## src/dbbr_pkg.sv

```systemverilog
// shared types and constants for the debounced blink-rate control block
// no dependencies
`default_nettype none

package dbbr_pkg;

  localparam int unsigned PERIOD_W = 16;
  localparam int unsigned THRESH_W = 8;
  localparam int unsigned STEP_W   = 10;
  localparam int unsigned CFG_IDX_W  = 2;
  localparam int unsigned CFG_DATA_W = 16;

  localparam logic [CFG_IDX_W-1:0] REG_THRESHOLD = 2'd0;
  localparam logic [CFG_IDX_W-1:0] REG_STEP      = 2'd1;
  localparam logic [CFG_IDX_W-1:0] REG_MIN       = 2'd2;
  localparam logic [CFG_IDX_W-1:0] REG_MAX       = 2'd3;

  localparam logic [THRESH_W-1:0] RST_THRESHOLD = 8'd5;
  localparam logic [STEP_W-1:0]   RST_STEP      = 10'd50;
  localparam logic [PERIOD_W-1:0] RST_MIN       = 16'd50;
  localparam logic [PERIOD_W-1:0] RST_MAX       = 16'd2000;
  localparam logic [PERIOD_W-1:0] RST_PERIOD    = 16'd500;
  localparam logic [PERIOD_W-1:0] PERIOD_SAT    = 16'hFFFF;

  typedef struct packed {
    logic [STEP_W-1:0]   step;
    logic [PERIOD_W-1:0] min_p;
    logic [PERIOD_W-1:0] max_p;
  } period_cfg_t;

  typedef struct packed {
    logic up;
    logic down;
  } press_t;

endpackage

`default_nettype wire

```

## src/dbbr_debounce.sv

```systemverilog
// debouncer for one active-low button: stable level, run counter, press detect
// depends on dbbr_pkg
`default_nettype none

module dbbr_debounce
  import dbbr_pkg::*;
(
  input  wire logic                clk,
  input  wire logic                rst,
  input  wire logic                step,
  input  wire logic                raw,
  input  wire logic [THRESH_W-1:0] threshold,
  output logic                     press
);

  logic                stable;
  logic                stable_next;
  logic [THRESH_W-1:0] count;
  logic [THRESH_W-1:0] count_next;
  logic [THRESH_W-1:0] count_inc;

  assign count_inc = count + THRESH_W'(1);

  always_comb begin
    stable_next = stable;
    count_next  = count_inc;
    press       = 1'b0;
    if (raw == stable) begin
      count_next = '0;
    end else if (count_inc >= threshold) begin
      stable_next = raw;
      count_next  = '0;
      press       = ~raw;
    end
  end

  always_ff @(posedge clk) begin
    if (rst) begin
      stable <= 1'b1;
      count  <= '0;
    end else if (step) begin
      stable <= stable_next;
      count  <= count_next;
    end
  end

endmodule

`default_nettype wire

```

## src/dbbr_blink.sv

```systemverilog
// blink tick counter, led toggle and period adjust on button presses
// depends on dbbr_pkg
`default_nettype none

module dbbr_blink
  import dbbr_pkg::*;
(
  input  wire logic                clk,
  input  wire logic                rst,
  input  wire logic                step,
  input  wire press_t              press,
  input  wire period_cfg_t         cfg,
  output logic                     led_next,
  output logic [PERIOD_W-1:0]      period_next
);

  logic [PERIOD_W-1:0] period;
  logic [PERIOD_W-1:0] tick_count;
  logic [PERIOD_W-1:0] tick_count_next;
  logic [PERIOD_W-1:0] tick_inc;
  logic                led;
  logic [PERIOD_W-1:0] step_ext;
  logic [PERIOD_W-1:0] period_up;
  logic [PERIOD_W:0]   period_sum;

  assign step_ext = PERIOD_W'(cfg.step);
  assign tick_inc = (tick_count == PERIOD_SAT) ? tick_count : tick_count + PERIOD_W'(1);

  always_comb begin
    tick_count_next = tick_inc;
    led_next        = led;
    if (tick_inc >= period) begin
      tick_count_next = '0;
      led_next        = ~led;
    end
  end

  // up press first, then down press on the shortened value
  always_comb begin
    period_up = period;
    if (press.up && (period > cfg.min_p)) begin
      period_up = (step_ext > period) ? '0 : period - step_ext;
    end
    period_sum  = {1'b0, period_up} + {1'b0, step_ext};
    period_next = period_up;
    if (press.down && (period_up < cfg.max_p)) begin
      period_next = period_sum[PERIOD_W] ? PERIOD_SAT : period_sum[PERIOD_W-1:0];
    end
  end

  always_ff @(posedge clk) begin
    if (rst) begin
      period     <= RST_PERIOD;
      tick_count <= '0;
      led        <= 1'b0;
    end else if (step) begin
      period     <= period_next;
      tick_count <= tick_count_next;
      led        <= led_next;
    end
  end

endmodule

`default_nettype wire

```

## src/debounced_button_blink_rate_control.sv

```systemverilog
// top level: input register, config registers, debouncers, blink logic, result register
// an accepted beat passes the input register, then the result register, to out_valid
// throughput: one beat per cycle; input stalls only while a held result is stalled
// reset: synchronous, clears both stages, restores config defaults and blink state
// depends on dbbr_pkg, dbbr_debounce, dbbr_blink
`default_nettype none

module debounced_button_blink_rate_control
  import dbbr_pkg::*;
(
  input  wire logic                  clk,
  input  wire logic                  rst,
  input  wire logic                  in_valid,
  output logic                       in_stall,
  input  wire logic                  up_raw_level,
  input  wire logic                  down_raw_level,
  output logic                       out_valid,
  input  wire logic                  out_stall,
  output logic                       led_level,
  output logic [PERIOD_W-1:0]        current_period,
  output logic                       up_pressed,
  output logic                       down_pressed,
  input  wire logic                  cfg_write,
  input  wire logic [CFG_IDX_W-1:0]  cfg_index,
  input  wire logic [CFG_DATA_W-1:0] cfg_data
);

  logic                in_full;
  logic                up_q;
  logic                down_q;
  logic                advance;
  logic                step;
  logic [THRESH_W-1:0] threshold;
  period_cfg_t         pcfg;
  press_t              press;
  logic                led_next;
  logic [PERIOD_W-1:0] period_next;

  assign advance  = ~out_valid | ~out_stall;
  assign step     = in_full & advance;
  assign in_stall = in_full & ~advance;

  always_ff @(posedge clk) begin
    if (rst) begin
      threshold  <= RST_THRESHOLD;
      pcfg.step  <= RST_STEP;
      pcfg.min_p <= RST_MIN;
      pcfg.max_p <= RST_MAX;
    end else if (cfg_write) begin
      unique case (cfg_index)
        REG_THRESHOLD: threshold  <= cfg_data[THRESH_W-1:0];
        REG_STEP:      pcfg.step  <= cfg_data[STEP_W-1:0];
        REG_MIN:       pcfg.min_p <= cfg_data[PERIOD_W-1:0];
        REG_MAX:       pcfg.max_p <= cfg_data[PERIOD_W-1:0];
        default:       threshold  <= threshold;
      endcase
    end
  end

  // input stage
  always_ff @(posedge clk) begin
    if (rst) begin
      in_full <= 1'b0;
    end else if (in_valid && !in_stall) begin
      in_full <= 1'b1;
    end else if (step) begin
      in_full <= 1'b0;
    end
  end

  always_ff @(posedge clk) begin
    if (in_valid && !in_stall) begin
      up_q   <= up_raw_level;
      down_q <= down_raw_level;
    end
  end

  dbbr_debounce u_up_deb (
    .clk       (clk),
    .rst       (rst),
    .step      (step),
    .raw       (up_q),
    .threshold (threshold),
    .press     (press.up)
  );

  dbbr_debounce u_down_deb (
    .clk       (clk),
    .rst       (rst),
    .step      (step),
    .raw       (down_q),
    .threshold (threshold),
    .press     (press.down)
  );

  dbbr_blink u_blink (
    .clk         (clk),
    .rst         (rst),
    .step        (step),
    .press       (press),
    .cfg         (pcfg),
    .led_next    (led_next),
    .period_next (period_next)
  );

  // result stage
  always_ff @(posedge clk) begin
    if (rst) begin
      out_valid <= 1'b0;
    end else if (advance) begin
      out_valid <= in_full;
    end
  end

  always_ff @(posedge clk) begin
    if (step) begin
      led_level      <= led_next;
      current_period <= period_next;
      up_pressed     <= press.up;
      down_pressed   <= press.down;
    end
  end

`ifndef NO_ASSERTIONS
  a_held_beat_kept: assert property (@(posedge clk) disable iff (rst)
    in_full && out_valid && out_stall |=> in_full)
    else $error("input beat lost while result stalled");

  a_period_only_on_step: assert property (@(posedge clk) disable iff (rst)
    !step |=> $stable(current_period) && $stable(led_level))
    else $error("result fields changed without a step");

  a_step_gives_result: assert property (@(posedge clk) disable iff (rst)
    step |=> out_valid)
    else $error("step did not load a result");

  a_reset_empty: assert property (@(posedge clk)
    rst |=> !out_valid && !in_full)
    else $error("pipeline not empty after reset");
`endif

endmodule

`default_nettype wire

```

## config.mk

```make
export PLATFORM = sky130hd
export DESIGN_NAME = debounced_button_blink_rate_control
export DESIGN_NICKNAME = d
export VERILOG_FILES = /design/src/dbbr_pkg.sv /design/src/dbbr_debounce.sv /design/src/dbbr_blink.sv /design/src/debounced_button_blink_rate_control.sv
export SDC_FILE = /design/constraint.sdc
export NUM_CORES = 1
export LEC_CHECK = 0
export ABC_AREA = 1
export BUFFER_PORTS_ARGS = -buffer_cell sky130_fd_sc_hd__buf_2
export CAP_MARGIN = 20
export CORE_AREA = 3 3 127 129
export DETAILED_ROUTE_END_ITERATION = 7
export DIE_AREA = 0 0 130 132
export PLACE_DENSITY_LB_ADDON = 0.1
export SLEW_MARGIN = 20
export SYNTH_ARGS = -nofsm -noshare
export SYNTH_HDL_FRONTEND = slang
export SYNTH_SLANG_ARGS = --single-unit
```

## constraint.sdc

```tcl
create_clock -name clk -period 4.8 [get_ports clk]
set_clock_uncertainty 0.2 [all_clocks]
set_input_delay 0.48 -clock clk [delete_from_list [all_inputs] [get_ports clk]]
set_output_delay 0.48 -clock clk [all_outputs]
set_load 0.1 [all_outputs]
```

==> results of run 1 <==
==> state kept, by name (all words and copies together) (netlist names), 8 cells and up <==
| register | flops |
|---|---|
| u_blink.period | 16 |
| threshold | 8 |
| u_blink.tick_count | 16 |
| u_up_deb.count | 8 |
| current_period | 16 |
| u_down_deb.count | 8 |
| pcfg | 42 |
==> worst paths after layout <==
kind	to	startpoint	slack (ns)
worst max register to register	current_period[2]$_DFFE_PP_	u_up_deb.count[0]$_SDFFE_PP0P_	0.25
worst min-delay path	up_q$_DFFE_PP_	up_raw_level	0.03
worst max-delay path	current_period[2]$_DFFE_PP_	u_up_deb.count[0]$_SDFFE_PP0P_	0.25
worst min register to register	pcfg[29]$_SDFFE_PP0P_	pcfg[29]$_SDFFE_PP0P_	0.26
==> layout by cell type (no fill, tap or decap), types with 5 or more instances in the layout <==
cell type,Yosys,final
o21ai_0,58,57
nand2_2,11,12
a22oi_2,0,5
nand3_2,6,7
o211ai_1,8,8
xor2_1,27,27
a21oi_1,123,122
inv_1,171,169
nand3b_1,6,6
a22oi_1,18,13
inv_2,3,5
buf_2,2,45
and2_1,7,7
buf_4,1,29
clkbuf_16,0,20
nand3_1,74,72
dfxtp_1,103,101
nor2_4,1,5
ha_1,86,81
nand2_1,234,232
xnor2_1,10,9
nand4_1,14,14
nor2_1,71,70
edfxtp_1,21,21
nand2_4,3,5
nor3_1,22,20
==> Yosys cell counts, types with 21 or more instances <==
cell type,instances,area share (%)
nand2_1,234,11
inv_1,171,7.7
a21oi_1,123,7.4
dfxtp_1,103,25
ha_1,86,13
nand3_1,74,4.5
nor2_1,71,3.2
o21ai_0,58,3.5
xor2_1,27,2.9
clkbuf_1,22,1.0
nor3_1,22,1.3
edfxtp_1,21,7.6
==> per-layer routing <==
layer	vias to the layer above	wire, um	track usage (%)
met2	170	10800	43.3
met4	0	540	8.66
li1	3938	-	-
met1	3557	9990	32.0
met5	-	0	0
met3	46	968	5.02
==> repair_timing <==
action                     in CTS  in global routing
setup buffers                   0                  9
hold endpoints to repair        0                  0
setup endpoints to repair       0                 32
resized for setup               0                 42
==> report_power, final <==
part	switching (W)	internal, W	total, W
clock network	0.000459	0.000774	0.00123
logic	0.000472	0.000240	0.000712
registers	0.0000312	0.00111	0.00114
total	0.000962	0.00212	0.00309
==> cells by family (layout without fill, tap and decap cells) <==
group	count (synthesis)	in the layout	share of synthesized area, %
xor+xnor	37	37	3.91
fa+ha+maj	88	88	13.5
buf+inv	205	284	9.64
flops	124	124	32.5
compound gates	232	232	15.8
simple gates	459	460	24.7
==> area by class of cell <==
type | count | area, um2 | share of cell area (%)
well taps | 188 | 235 | 2.44
clock inverters | 5 | 28.8 | 0.299
repair buffers | 77 | 485 | 5.04
inverters | 176 | 661 | 6.85
flip-flops and latches | 124 | 2700 | 28.0
multi-input cells | 817 | 4990 | 51.8
clock buffers | 26 | 543 | 5.63
==> through the flow <==
step / total power [W] / setup slack (ns) / TNS (ns)
6_report: 0.00309 / 0.248 / 0
5_1_grt: 0.00323 / -0.0493 / -0.245
4_1_cts: 0.00305 / 0.0958 / 0
3_5_place_dp: 0.00182 / 0.117 / 0
3_3_place_gp: 0.00181 / 0.186 / 0
2_1_floorplan: 0.00165 / 0.195 / 0
==> metrics.md, run 1 <==
| Metric | Value |
|---|---|
| Status | finished, final reports clean |
| Drt pass-1 iters | 5 |
| Cell Area, Placed | between 0.008 and 0.009 mm2 |
| Total detailed-routing wirelength | roughly 22 mm |
| Worst Setup Path Type | reg -> reg |
| Hold depth | 1 |
| Final Slew Violations | 0 |
| CP max-delay cell | dfxtp_2 |
| Starting DRT DRC Count | 508 |
| H-Tree Depth | 4 |
| Initial antenna violation count | 0 |
| Hold_buf cts | 0 |
| I/O pin cnt | 46 |
| Period minus WS final | around 4.6 ns |
| Non-filler instance count after layout | 1413 |
| CP peak stage delay | approximately 0.36 ns |
| FP Rows | 45 |
| Nature of the critical path endpoint | register |
| #FFs+latches synth | 124 |
| Levels on crit path | 24 |
| Fin Hold WS | roughly 0.028 ns |
| Final-report hold violation count | 0 |
| Top FF cell, synth | dfxtp_1 |
| Part of the cycle the worst path needs | 94.8% |
| Gr usage total | between 20% and 30% |
| TritonCTS clock tree | yes |
| Total Nets Final | 1326 |
| Clock root cell | clkbuf_16 |
| Final setup viols | 0 |
| Crit path max fanout | 11 |
| Fill count | between 1000 and 1500 |
| Startpoint types | register |
| DR DRC count | 0 |
| Worst rel slew slack | between 30% and 40% |
| Die Y-Extent | ~130 um |
| Maxcap violations | 0 |
| Vias per cell | approximately 5.5 |
| Worst slew pin tran | roughly 0.93 ns |
| Synthesized instance count | around 1100 |
| CP Cell Sequence | nand3_1 -> nand3b_1 -> nand3b_1 -> xnor2_2 -> ha_1 -> nand2_1 -> nor2_1 -> nand2_2 -> a21oi_4 -> nand3_4 -> buf_12 -> buf_4 -> nand2_1 -> o21ai_4 -> inv_1 -> ha_1 -> nand2_2 -> nor2_1 -> a211oi_2 -> o221ai_2 -> nor2_4 -> buf_6 -> nand3_1 -> and2_1 |
| Peak Freq | between 0.2 and 0.25 GHz |
| Die area | around 0.017 mm2 |
| WL/cell | around 16 um |
| Overflow after GRT | 0 |
| Yosys cell types | between 40 and 50 |
| Placed cell count | approximately 1400 |
| Vias | between 7000 and 8000 |
| Critical path buffers and inverters | 4 |
| Ant diodes | 0 |
| Synth Warn # | 0 |
| Syn Area/Cell | between 7 and 8 um2 |
| DRT antenna net count | 0 |
| Largest net degree at the start of global routing | between 50 and 60 |
| Post-DP HPWL | roughly 16 mm |
| Reg2reg path depth | 24 |
| Port Buf Inserts | 45 |
| Req. time, crit path | roughly 4.8 ns |
| Share of post-route cells with drive strength above 1 | 14.1% |
| Initial core utilization | ~55% |
| Layout Area Growth over Synthesis | 16.4% |
| Cell area after layout | around 0.0096 mm2 |
| Post-synthesis sequential area ratio | between 30% and 40% |
| Number of enable flip-flop cells after synthesis | 21 |
| WP data arrival | approximately 4.5 ns |
| Power Dens Cells | roughly 320 mW/mm2 |
| Synthesized area | 0.00828 mm2 |
| Peak VDD IR | about 0.26 mV |
| CTS clk-pin slew, worst paths | roughly 0.060 ns |
| First-pass GRT wire length | 34.5 mm |
| Clk sinks | around 120 |
| Leak | about 4.6 nW |
| Worst hold path type | in -> reg |
| Core outline area | between 0.015 and 0.02 mm2 |
| Mapped Nets | about 1300 |
| Final core utilization | between 60 and 70% |
| CTS Buf Count | 17 |
| Async set or reset register ratio after synthesis | 0% |
| Clock latency on the worst-skew pair | 0.43 ns |
| Clock Tree Buf Depth | 2 |
| CP top delay family | simple AND/OR/NAND/NOR gates |
| Final Wtd Congestion | slightly below 1 |
| Vias in the first global route | approximately 7000 |
| Die width | roughly 130 um |
(Power assumes the default switching activity.)
==> run 2, diff against run 1 <==
--- a/config.mk
+++ b/config.mk
@@ -11,7 +11,7 @@
 export CORE_AREA = 3 3 127 129
 export DETAILED_ROUTE_END_ITERATION = 7
 export DIE_AREA = 0 0 130 132
-export PLACE_DENSITY_LB_ADDON = 0.1
+export PLACE_DENSITY_LB_ADDON = 0.2
 export SLEW_MARGIN = 20
 export SYNTH_ARGS = -nofsm -noshare
 export SYNTH_HDL_FRONTEND = slang
==> run 2 against run 1 <==
- clock power is 3% lower
- critical path depth increased by 1
- critical endpoint is now current_period[11]$_DFFE_PP_
- worst hold slack better by 0.0074 ns
==> metrics.md, run 2 (same netlist as run 1, synthesis figures left out) <==
| Metric | Value |
|---|---|
| H-Tree Depth | 4 (unchanged) |
| Share of post-route cells with drive strength above 1 | 13.7% (was 14.1%) |
| Leak | 4.54 nW (was 4.58 nW) |
| Most common cell after layout, fill and taps aside | nand2_1 (unchanged) |
| Die Y-Extent | 132 um (unchanged) |
| First-pass GRT wire length | 35.2 mm (was 34.5 mm) |
| Startpoint types | register (unchanged) |
| Initial core utilization | 54.7% (unchanged) |
| Drt pass-1 iters | 5 (unchanged) |
| Worst slew pin tran | 0.929 ns (about the same) |
| Vias in the first global route | 7109 (was 6961) |
| Crit path max fanout | 14 (was 11) |
| I/O pin cnt | 46 (unchanged) |
| Reg2reg start | u_up_deb.count[0]$_SDFFE_PP0P_ (unchanged) |
| Overflow after GRT | 0 (unchanged) |
| Core outline area | 0.0151 mm2 (unchanged) |
| Worst Setup Path Type | reg -> reg (unchanged) |
| Peak VDD IR | 0.258 mV (was 0.257 mV) |
| Clock root cell | clkbuf_16 (unchanged) |
| TritonCTS clock tree | yes (unchanged) |
| Worst rel slew slack | 37.6% (unchanged) |
| Maxcap violations | 0 (unchanged) |
| Cell area after layout | 0.00959 mm2 (was 0.00964 mm2) |
| Layout Area Growth over Synthesis | 15.7% (was 16.4%) |
| Initial antenna violation count | 0 (unchanged) |
| Port Buf Inserts | 45 (unchanged) |
| WL/cell | 15.6 um (was 15.8 um) |
| Req. time, crit path | 4.78 ns (about the same) |
| CP endpoint | current_period[11]$_DFFE_PP_ (was current_period[2]$_DFFE_PP_) |
| Period minus WS final | 4.54 ns (was 4.55 ns) |
| DRT antenna net count | 0 (unchanged) |
| Hold_buf cts | 0 (unchanged) |
| Final setup viols | 0 (unchanged) |
| Clock Tree Buf Depth | 2 (unchanged) |
| Clk sinks | 124 (unchanged) |
| Part of the cycle the worst path needs | 94.6% (was 94.8%) |
| Fill count | 1352 (was 1383) |
| CTS Buf Count | 17 (unchanged) |
| CTS clk-pin slew, worst paths | 0.05 ns (was 0.06 ns) |
| Non-filler instance count after layout | 1408 (was 1413) |
| Worst hold path type | in -> reg (unchanged) |
| Reg-to-Reg End | current_period[11]$_DFFE_PP_ (was current_period[2]$_DFFE_PP_) |
| Starting DRT DRC Count | 573 (was 508) |
| Final Wtd Congestion | 1.03 (was 0.964) |
| Die area | 0.0172 mm2 (unchanged) |
| Nature of the critical path endpoint | register (unchanged) |
| Most frequent cells in the layout | nand2_1 (234), inv_1 (168), a21oi_1 (122) (was nand2_1 (232), inv_1 (169), a21oi_1 (122)) |
| Final Slew Violations | 0 (unchanged) |
| Die width | 130 um (unchanged) |
| Clock latency on the worst-skew pair | 0.43 ns (about the same) |
| Ant diodes | 0 (unchanged) |
| Placed cell count | 1375 (was 1372) |
| Total Nets Final | 1322 (was 1326) |
| Gr usage total | 25.8% (was 25.4%) |
| FP Rows | 45 (unchanged) |
| Final-report hold violation count | 0 (unchanged) |
| Vias | 7750 (was 7711) |
| Register-to-register setup slack | 0.26 ns (was 0.25 ns) |
| Reg2reg path depth | 25 (was 24) |
| DR DRC count | 0 (unchanged) |
| Power Dens Cells | 317 mW/mm2 (was 320 mW/mm2) |
| CP startpoint | u_up_deb.count[0]$_SDFFE_PP0P_ (unchanged) |
| Cell Area, Placed | 0.00881 mm2 (was 0.00879 mm2) |
| Largest net degree at the start of global routing | 59 (unchanged) |
| Status | finished, final reports clean (unchanged) |
| Max FFs per register | 42 (unchanged) |
| Vias per cell | 5.50 (was 5.46) |
| WP data arrival | 4.52 ns (was 4.53 ns) |
| Total detailed-routing wirelength | 22.0 mm (was 22.3 mm) |
| Largest reg by FF count | pcfg (unchanged) |
| Post-DP HPWL | 16.2 mm (was 16.4 mm) |
| Peak Freq | 0.220 GHz (about the same) |
[run 2: cell count changes in the layout (fill, tap and decap cells not counted), sizes merged]
cell    before  now
buf         77   73
inv        174  175
clkbuf      26   24
[run 2: routing by layer]
| metal | wire [um] | global-route usage (%) | share of wire [%] | vias to the layer above |
|---|---|---|---|---|
| met3 | 1090 | 4.78 | 5.0 | 63 |
| met5 | 0 | 0 | 0 | - |
| met1 | 9490 | 32.8 | 43 | 3534 |
| met2 | 10600 | 42.6 | 48 | 231 |
| met4 | 811 | 11.0 | 3.7 | 0 |
| li1 | - | - | - | 3922 |
[run 2: what timing repair did]
item / CTS / global route
endpoints found under the setup margin: 0 / 32
buffers inserted: 0 / 2
gates resized for setup: 0 / 38
[run 2: worst max-delay path, stage by stage (launching register included)]
cell      delay, ns
dfxtp_1        0.36
nand3_1        0.11
nand3b_1       0.20
nand3b_1       0.22
xnor2_2        0.16
ha_1           0.29
nand2_1        0.07
o21a_1         0.23
a21oi_4        0.21
nand3_4        0.13
buf_8          0.19
a22oi_2        0.24
inv_1          0.13
ha_4           0.31
nand2_1        0.07
nor2_1         0.16
nand3_1        0.10
nand3_1        0.15
nand2_1        0.09
nand2_1        0.06
inv_1          0.06
nor2_4         0.16
xor2_1         0.19
nand2_1        0.07
nand3_1        0.09
nand2_1        0.06
[run 2: stage by stage]
stage	hold slack, ns	setup WS, ns	setup TNS, ns	total power [W]	utilization, %
after detailed placement	0.253	0.132	0	0.00182	58.2
after global routing	0.0267	-0.152	-0.624	0.00318	63.3
after CTS	0.0210	0.0991	0	0.00301	61.8
after global placement	0.246	0.238	0	0.00181	58.2
final	0.0359	0.259	0	0.00304	63.3
after floorplan	0.235	0.195	0	0.00165	-
[run 2: worst min path at each step]
| stage | from | endpoint | slack (ns) | cells after the start |
|---|---|---|---|---|
| after global routing | down_raw_level | down_q$_DFFE_PP_ | 0.03 | 1 |
| after CTS | down_raw_level | down_q$_DFFE_PP_ | 0.02 | 1 |
| after floorplan | pcfg[13]$_SDFFE_PP0P_ | pcfg[13]$_SDFFE_PP0P_ | 0.24 | 2 |
| final | down_raw_level | down_q$_DFFE_PP_ | 0.04 | 1 |
| after detailed placement | pcfg[2]$_SDFFE_PP0P_ | pcfg[2]$_SDFFE_PP0P_ | 0.25 | 2 |
| after global placement | pcfg[23]$_SDFFE_PP0P_ | pcfg[23]$_SDFFE_PP0P_ | 0.25 | 2 |
[run 2: power by group]
group	internal, W	total, W	switching, W
registers	0.00111	0.00114	0.0000314
logic	0.000238	0.000709	0.000471
clock network	0.000739	0.00119	0.000450
[run 2: final cells by class]
cell class              count  area [um2]  share of cell area (%)
multi-input cells         817        5000                    52.2
flip-flops and latches    124        2690                    28.1
inverters                 176         663                    6.92
clock buffers              24         514                    5.36
repair buffers             73         447                    4.66
well taps                 188         235                    2.45
clock inverters             6        35.0                   0.365
==> run 3, diff against run 2 <==
--- a/config.mk
+++ b/config.mk
@@ -9,9 +9,11 @@
 export BUFFER_PORTS_ARGS = -buffer_cell sky130_fd_sc_hd__buf_2
 export CAP_MARGIN = 20
 export CORE_AREA = 3 3 127 129
+export CTS_BUF_LIST = sky130_fd_sc_hd__clkbuf_4 sky130_fd_sc_hd__clkbuf_8
 export DETAILED_ROUTE_END_ITERATION = 7
 export DIE_AREA = 0 0 130 132
 export PLACE_DENSITY_LB_ADDON = 0.2
+export REMOVE_ABC_BUFFERS = 1
 export SLEW_MARGIN = 20
 export SYNTH_ARGS = -nofsm -noshare
 export SYNTH_HDL_FRONTEND = slang
==> run 3 against run 2 <==
- fmax shrank 0.57%
- count of clock-buffer cells in the layout shrank 1
- routed wire length shrank 4.0%
- design area shrank 1.3%
- final cell count is essentially flat
- largest cell class unchanged
- first-iteration DRC count shrank 9.8%
- non-clock buffer count shrank 2
- register-to-register slack lost 0.03 ns
- critical endpoint is now current_period[4]$_DFFE_PP_
- sequential share of layout area grew 0.40 points
- worst hold slack gained 0.022 ns
==> metrics.md, run 3 (same netlist as run 1, synthesis figures left out) <==
| Metric | Value |
|---|---|
| Power Dens Cells | 296 mW/mm2 (was 317 mW/mm2) |
| Crit path max fanout | 6 (was 14) |
| Largest reg by FF count | pcfg (unchanged) |
| Setup WS pre-CTS | 0.0232 ns (was 0.132 ns) |
| Most common cell after layout, fill and taps aside | nand2_1 (unchanged) |
| Post-Route Setup TNS | 0 ns (unchanged) |
| Largest net degree at the start of global routing | 58 (was 59) |
| Vias | 7615 (was 7750) |
| Ant diodes | 0 (unchanged) |
| Leak | 4.47 nW (was 4.54 nW) |
| Final Slew Violations | 0 (unchanged) |
| DR DRC count | 0 (unchanged) |
| Area of the multi-input gates | 0.00501 mm2 (was 0.00500 mm2) |
| TritonCTS clock tree | yes (unchanged) |
| Peak VDD IR | 0.171 mV (was 0.258 mV) |
| Share of post-route cells with drive strength above 1 | 14.4% (was 13.7%) |
| Total Nets Final | 1319 (was 1322) |
| H-Tree Depth | 4 (unchanged) |
| Worst slew pin tran | 0.878 ns (was 0.929 ns) |
| Starting DRT DRC Count | 517 (was 573) |
| Final setup viols | 0 (unchanged) |
| Gr usage total | 24.9% (was 25.8%) |
| Core outline area | 0.0151 mm2 (unchanged) |
| Drt pass-1 iters | 5 (unchanged) |
| Post-DP HPWL | 15.9 mm (was 16.2 mm) |
| Vias per cell | 5.41 (was 5.50) |
| Clock Tree Buf Depth | 2 (unchanged) |
| Status | finished, final reports clean (unchanged) |
| Gr busiest metal | met2 (unchanged) |
| Clk sinks | 124 (unchanged) |
| Req. time, crit path | 4.80 ns (was 4.78 ns) |
| Vias in the first global route | 6897 (was 7109) |
| Initial antenna violation count | 0 (unchanged) |
| Part of the cycle the worst path needs | 95.1% (was 94.6%) |
| Pint | 0.00187 W (was 0.00209 W) |
| FP Rows | 45 (unchanged) |
| FF+latch area | 0.00270 mm2 (was 0.00269 mm2) |
| I/O pin cnt | 46 (unchanged) |
| Placed cell count | 1365 (was 1375) |
| CTS Buf Count | 17 (unchanged) |
| Maxcap violations | 0 (unchanged) |
| Total detailed-routing wirelength | 21.1 mm (was 22.0 mm) |
| Worst hold path type | in -> reg (unchanged) |
| First-pass GRT wire length | 34.0 mm (was 35.2 mm) |
| Clock latency on the worst-skew pair | 0.46 ns (was 0.43 ns) |
| Die width | 130 um (unchanged) |
| Grt met1 use | 31.6% (was 32.8%) |
| Nature of the critical path endpoint | register (unchanged) |
| Clock root cell | clkbuf_8 (was clkbuf_16) |
| Worst setup margin | 0.233 ns (was 0.259 ns) |
| Layout Area Growth over Synthesis | 14.2% (was 15.7%) |
| DRT antenna net count | 0 (unchanged) |
| Final-report hold violation count | 0 (unchanged) |
| Period minus WS final | 4.57 ns (was 4.54 ns) |
| Flop pwr share | 40.8% (was 37.5%) |
| Die Y-Extent | 132 um (unchanged) |
| WL/cell | 15.0 um (was 15.6 um) |
| Net load switching power | 0.000933 W (was 0.000953 W) |
| Met3 Use GR | 5.06% (was 4.78%) |
| Startpoint types | register (unchanged) |
| Most frequent cells in the layout | nand2_1 (233), inv_1 (166), a21oi_1 (121) (was nand2_1 (234), inv_1 (168), a21oi_1 (122)) |
| Routing usage on met2 | 41.5% (was 42.6%) |
| Worst Setup Path Type | reg -> reg (unchanged) |
| Non-filler instance count after layout | 1407 (was 1408) |
| Port Buf Inserts | 45 (unchanged) |
| Max FFs per register | 42 (unchanged) |
| CTS clk-pin slew, worst paths | 0.07 ns (was 0.05 ns) |
| WP data arrival | 4.56 ns (was 4.52 ns) |
| Switching fraction of total power | 33.3% (was 31.4%) |
| Comb pwr share | 25.1% (was 23.3%) |
| Fill count | 1426 (was 1352) |
| Peak Freq | 0.219 GHz (was 0.220 GHz) |
| Overflow after GRT | 0 (unchanged) |
| Clock power share | 34.1% (was 39.1%) |
| Die area | 0.0172 mm2 (unchanged) |
| Final Wtd Congestion | 0.943 (was 1.03) |
| Initial core utilization | 54.7% (unchanged) |
| Worst rel slew slack | 41.0% (was 37.6%) |
## run 3: cell count changes in the layout (fill, tap and decap cells not counted), moves of 3 or more
cell	previous run	this run
clkbuf_16	19	0
clkbuf_8	2	20
clkbuf_1	3	0
buf_4	26	22
clkbuf_4	0	3
clkinv_2	4	1
## run 3: timing repair
| item | in CTS | in global routing |
|---|---|---|
| hold endpoints to repair | 2 | 0 |
| resized for setup | 1 | 45 |
| setup buffers | 0 | 8 |
| pin swaps | 0 | 10 |
| endpoints found under the setup margin | 1 | 32 |
| hold buffers | 2 | 0 |
## run 3: layout make-up
type                            count  share of cell area, %
Multi-Input combinational cell    816                   53.0
Tap cell                          188                   2.49
Inverter                          176                   7.01
Timing Repair Buffer               71                   4.71
Clock inverter                      9                   1.15
Clock buffer                       23                   3.15
Sequential cell                   124                   28.5
## run 3: layer usage
layer / part of all wire, % / vias up / routed length (um)
met4: 2.7 / 0 / 579
met5: 0 / - / 0
met2: 48 / 213 / 10200
met3: 4.7 / 53 / 995
met1: 44 / 3430 / 9390
li1: - / 3919 / -
## run 3: worst max-delay path, stage by stage, from the launching register on
cell	delay (ns)
dfxtp_1	0.37
nand3_1	0.11
nand3b_1	0.19
nand3b_1	0.22
xnor2_2	0.17
ha_1	0.29
nand2_1	0.07
nor2_1	0.10
nand2_1	0.11
a21oi_4	0.20
nand3_4	0.15
nor2_4	0.20
inv_1	0.10
o22ai_2	0.16
ha_4	0.25
a21oi_1	0.21
o21ai_2	0.11
nand4_1	0.08
o211ai_1	0.14
a21oi_2	0.18
o21ai_2	0.09
nand4_2	0.10
inv_1	0.11
nor2_1	0.11
nand3_1	0.10
and2_1	0.19
## run 3: power groups by stage
stage	combinational, W	clock, W	sequential (W)
final	0.000703	0.000956	0.00114
after global routing	0.000790	0.00102	0.00115
after CTS	0.000653	0.000976	0.00114
after detailed placement	0.000646	0	0.00116
after global placement	0.000635	0	0.00116
after floorplan	0.000421	0	0.00122
## run 3: final timing paths
check	slack [ns]	start	to	cells past startpoint
hold reg to reg	0.26	pcfg[23]$_SDFFE_PP0P_	pcfg[23]$_SDFFE_PP0P_	2
hold / removal	0.06	cfg_data[10]	pcfg[10]$_SDFFE_PP1P_	3
setup / recovery	0.23	u_up_deb.count[1]$_SDFFE_PP0P_	current_period[4]$_DFFE_PP_	25
setup reg to reg	0.23	u_up_deb.count[1]$_SDFFE_PP0P_	current_period[4]$_DFFE_PP_	25
## run 3: through the flow
stage	area [um2]	hold WS (ns)	total power (W)	util (%)
global route	9460	0.0614	0.00296	62.5
floorplan	8150	0.238	0.00164	-
finish	9460	0.0575	0.00280	62.5
CTS	9180	0.0345	0.00277	60.6
detailed placement	8740	0.254	0.00181	57.7
global placement	8730	0.251	0.00180	57.6
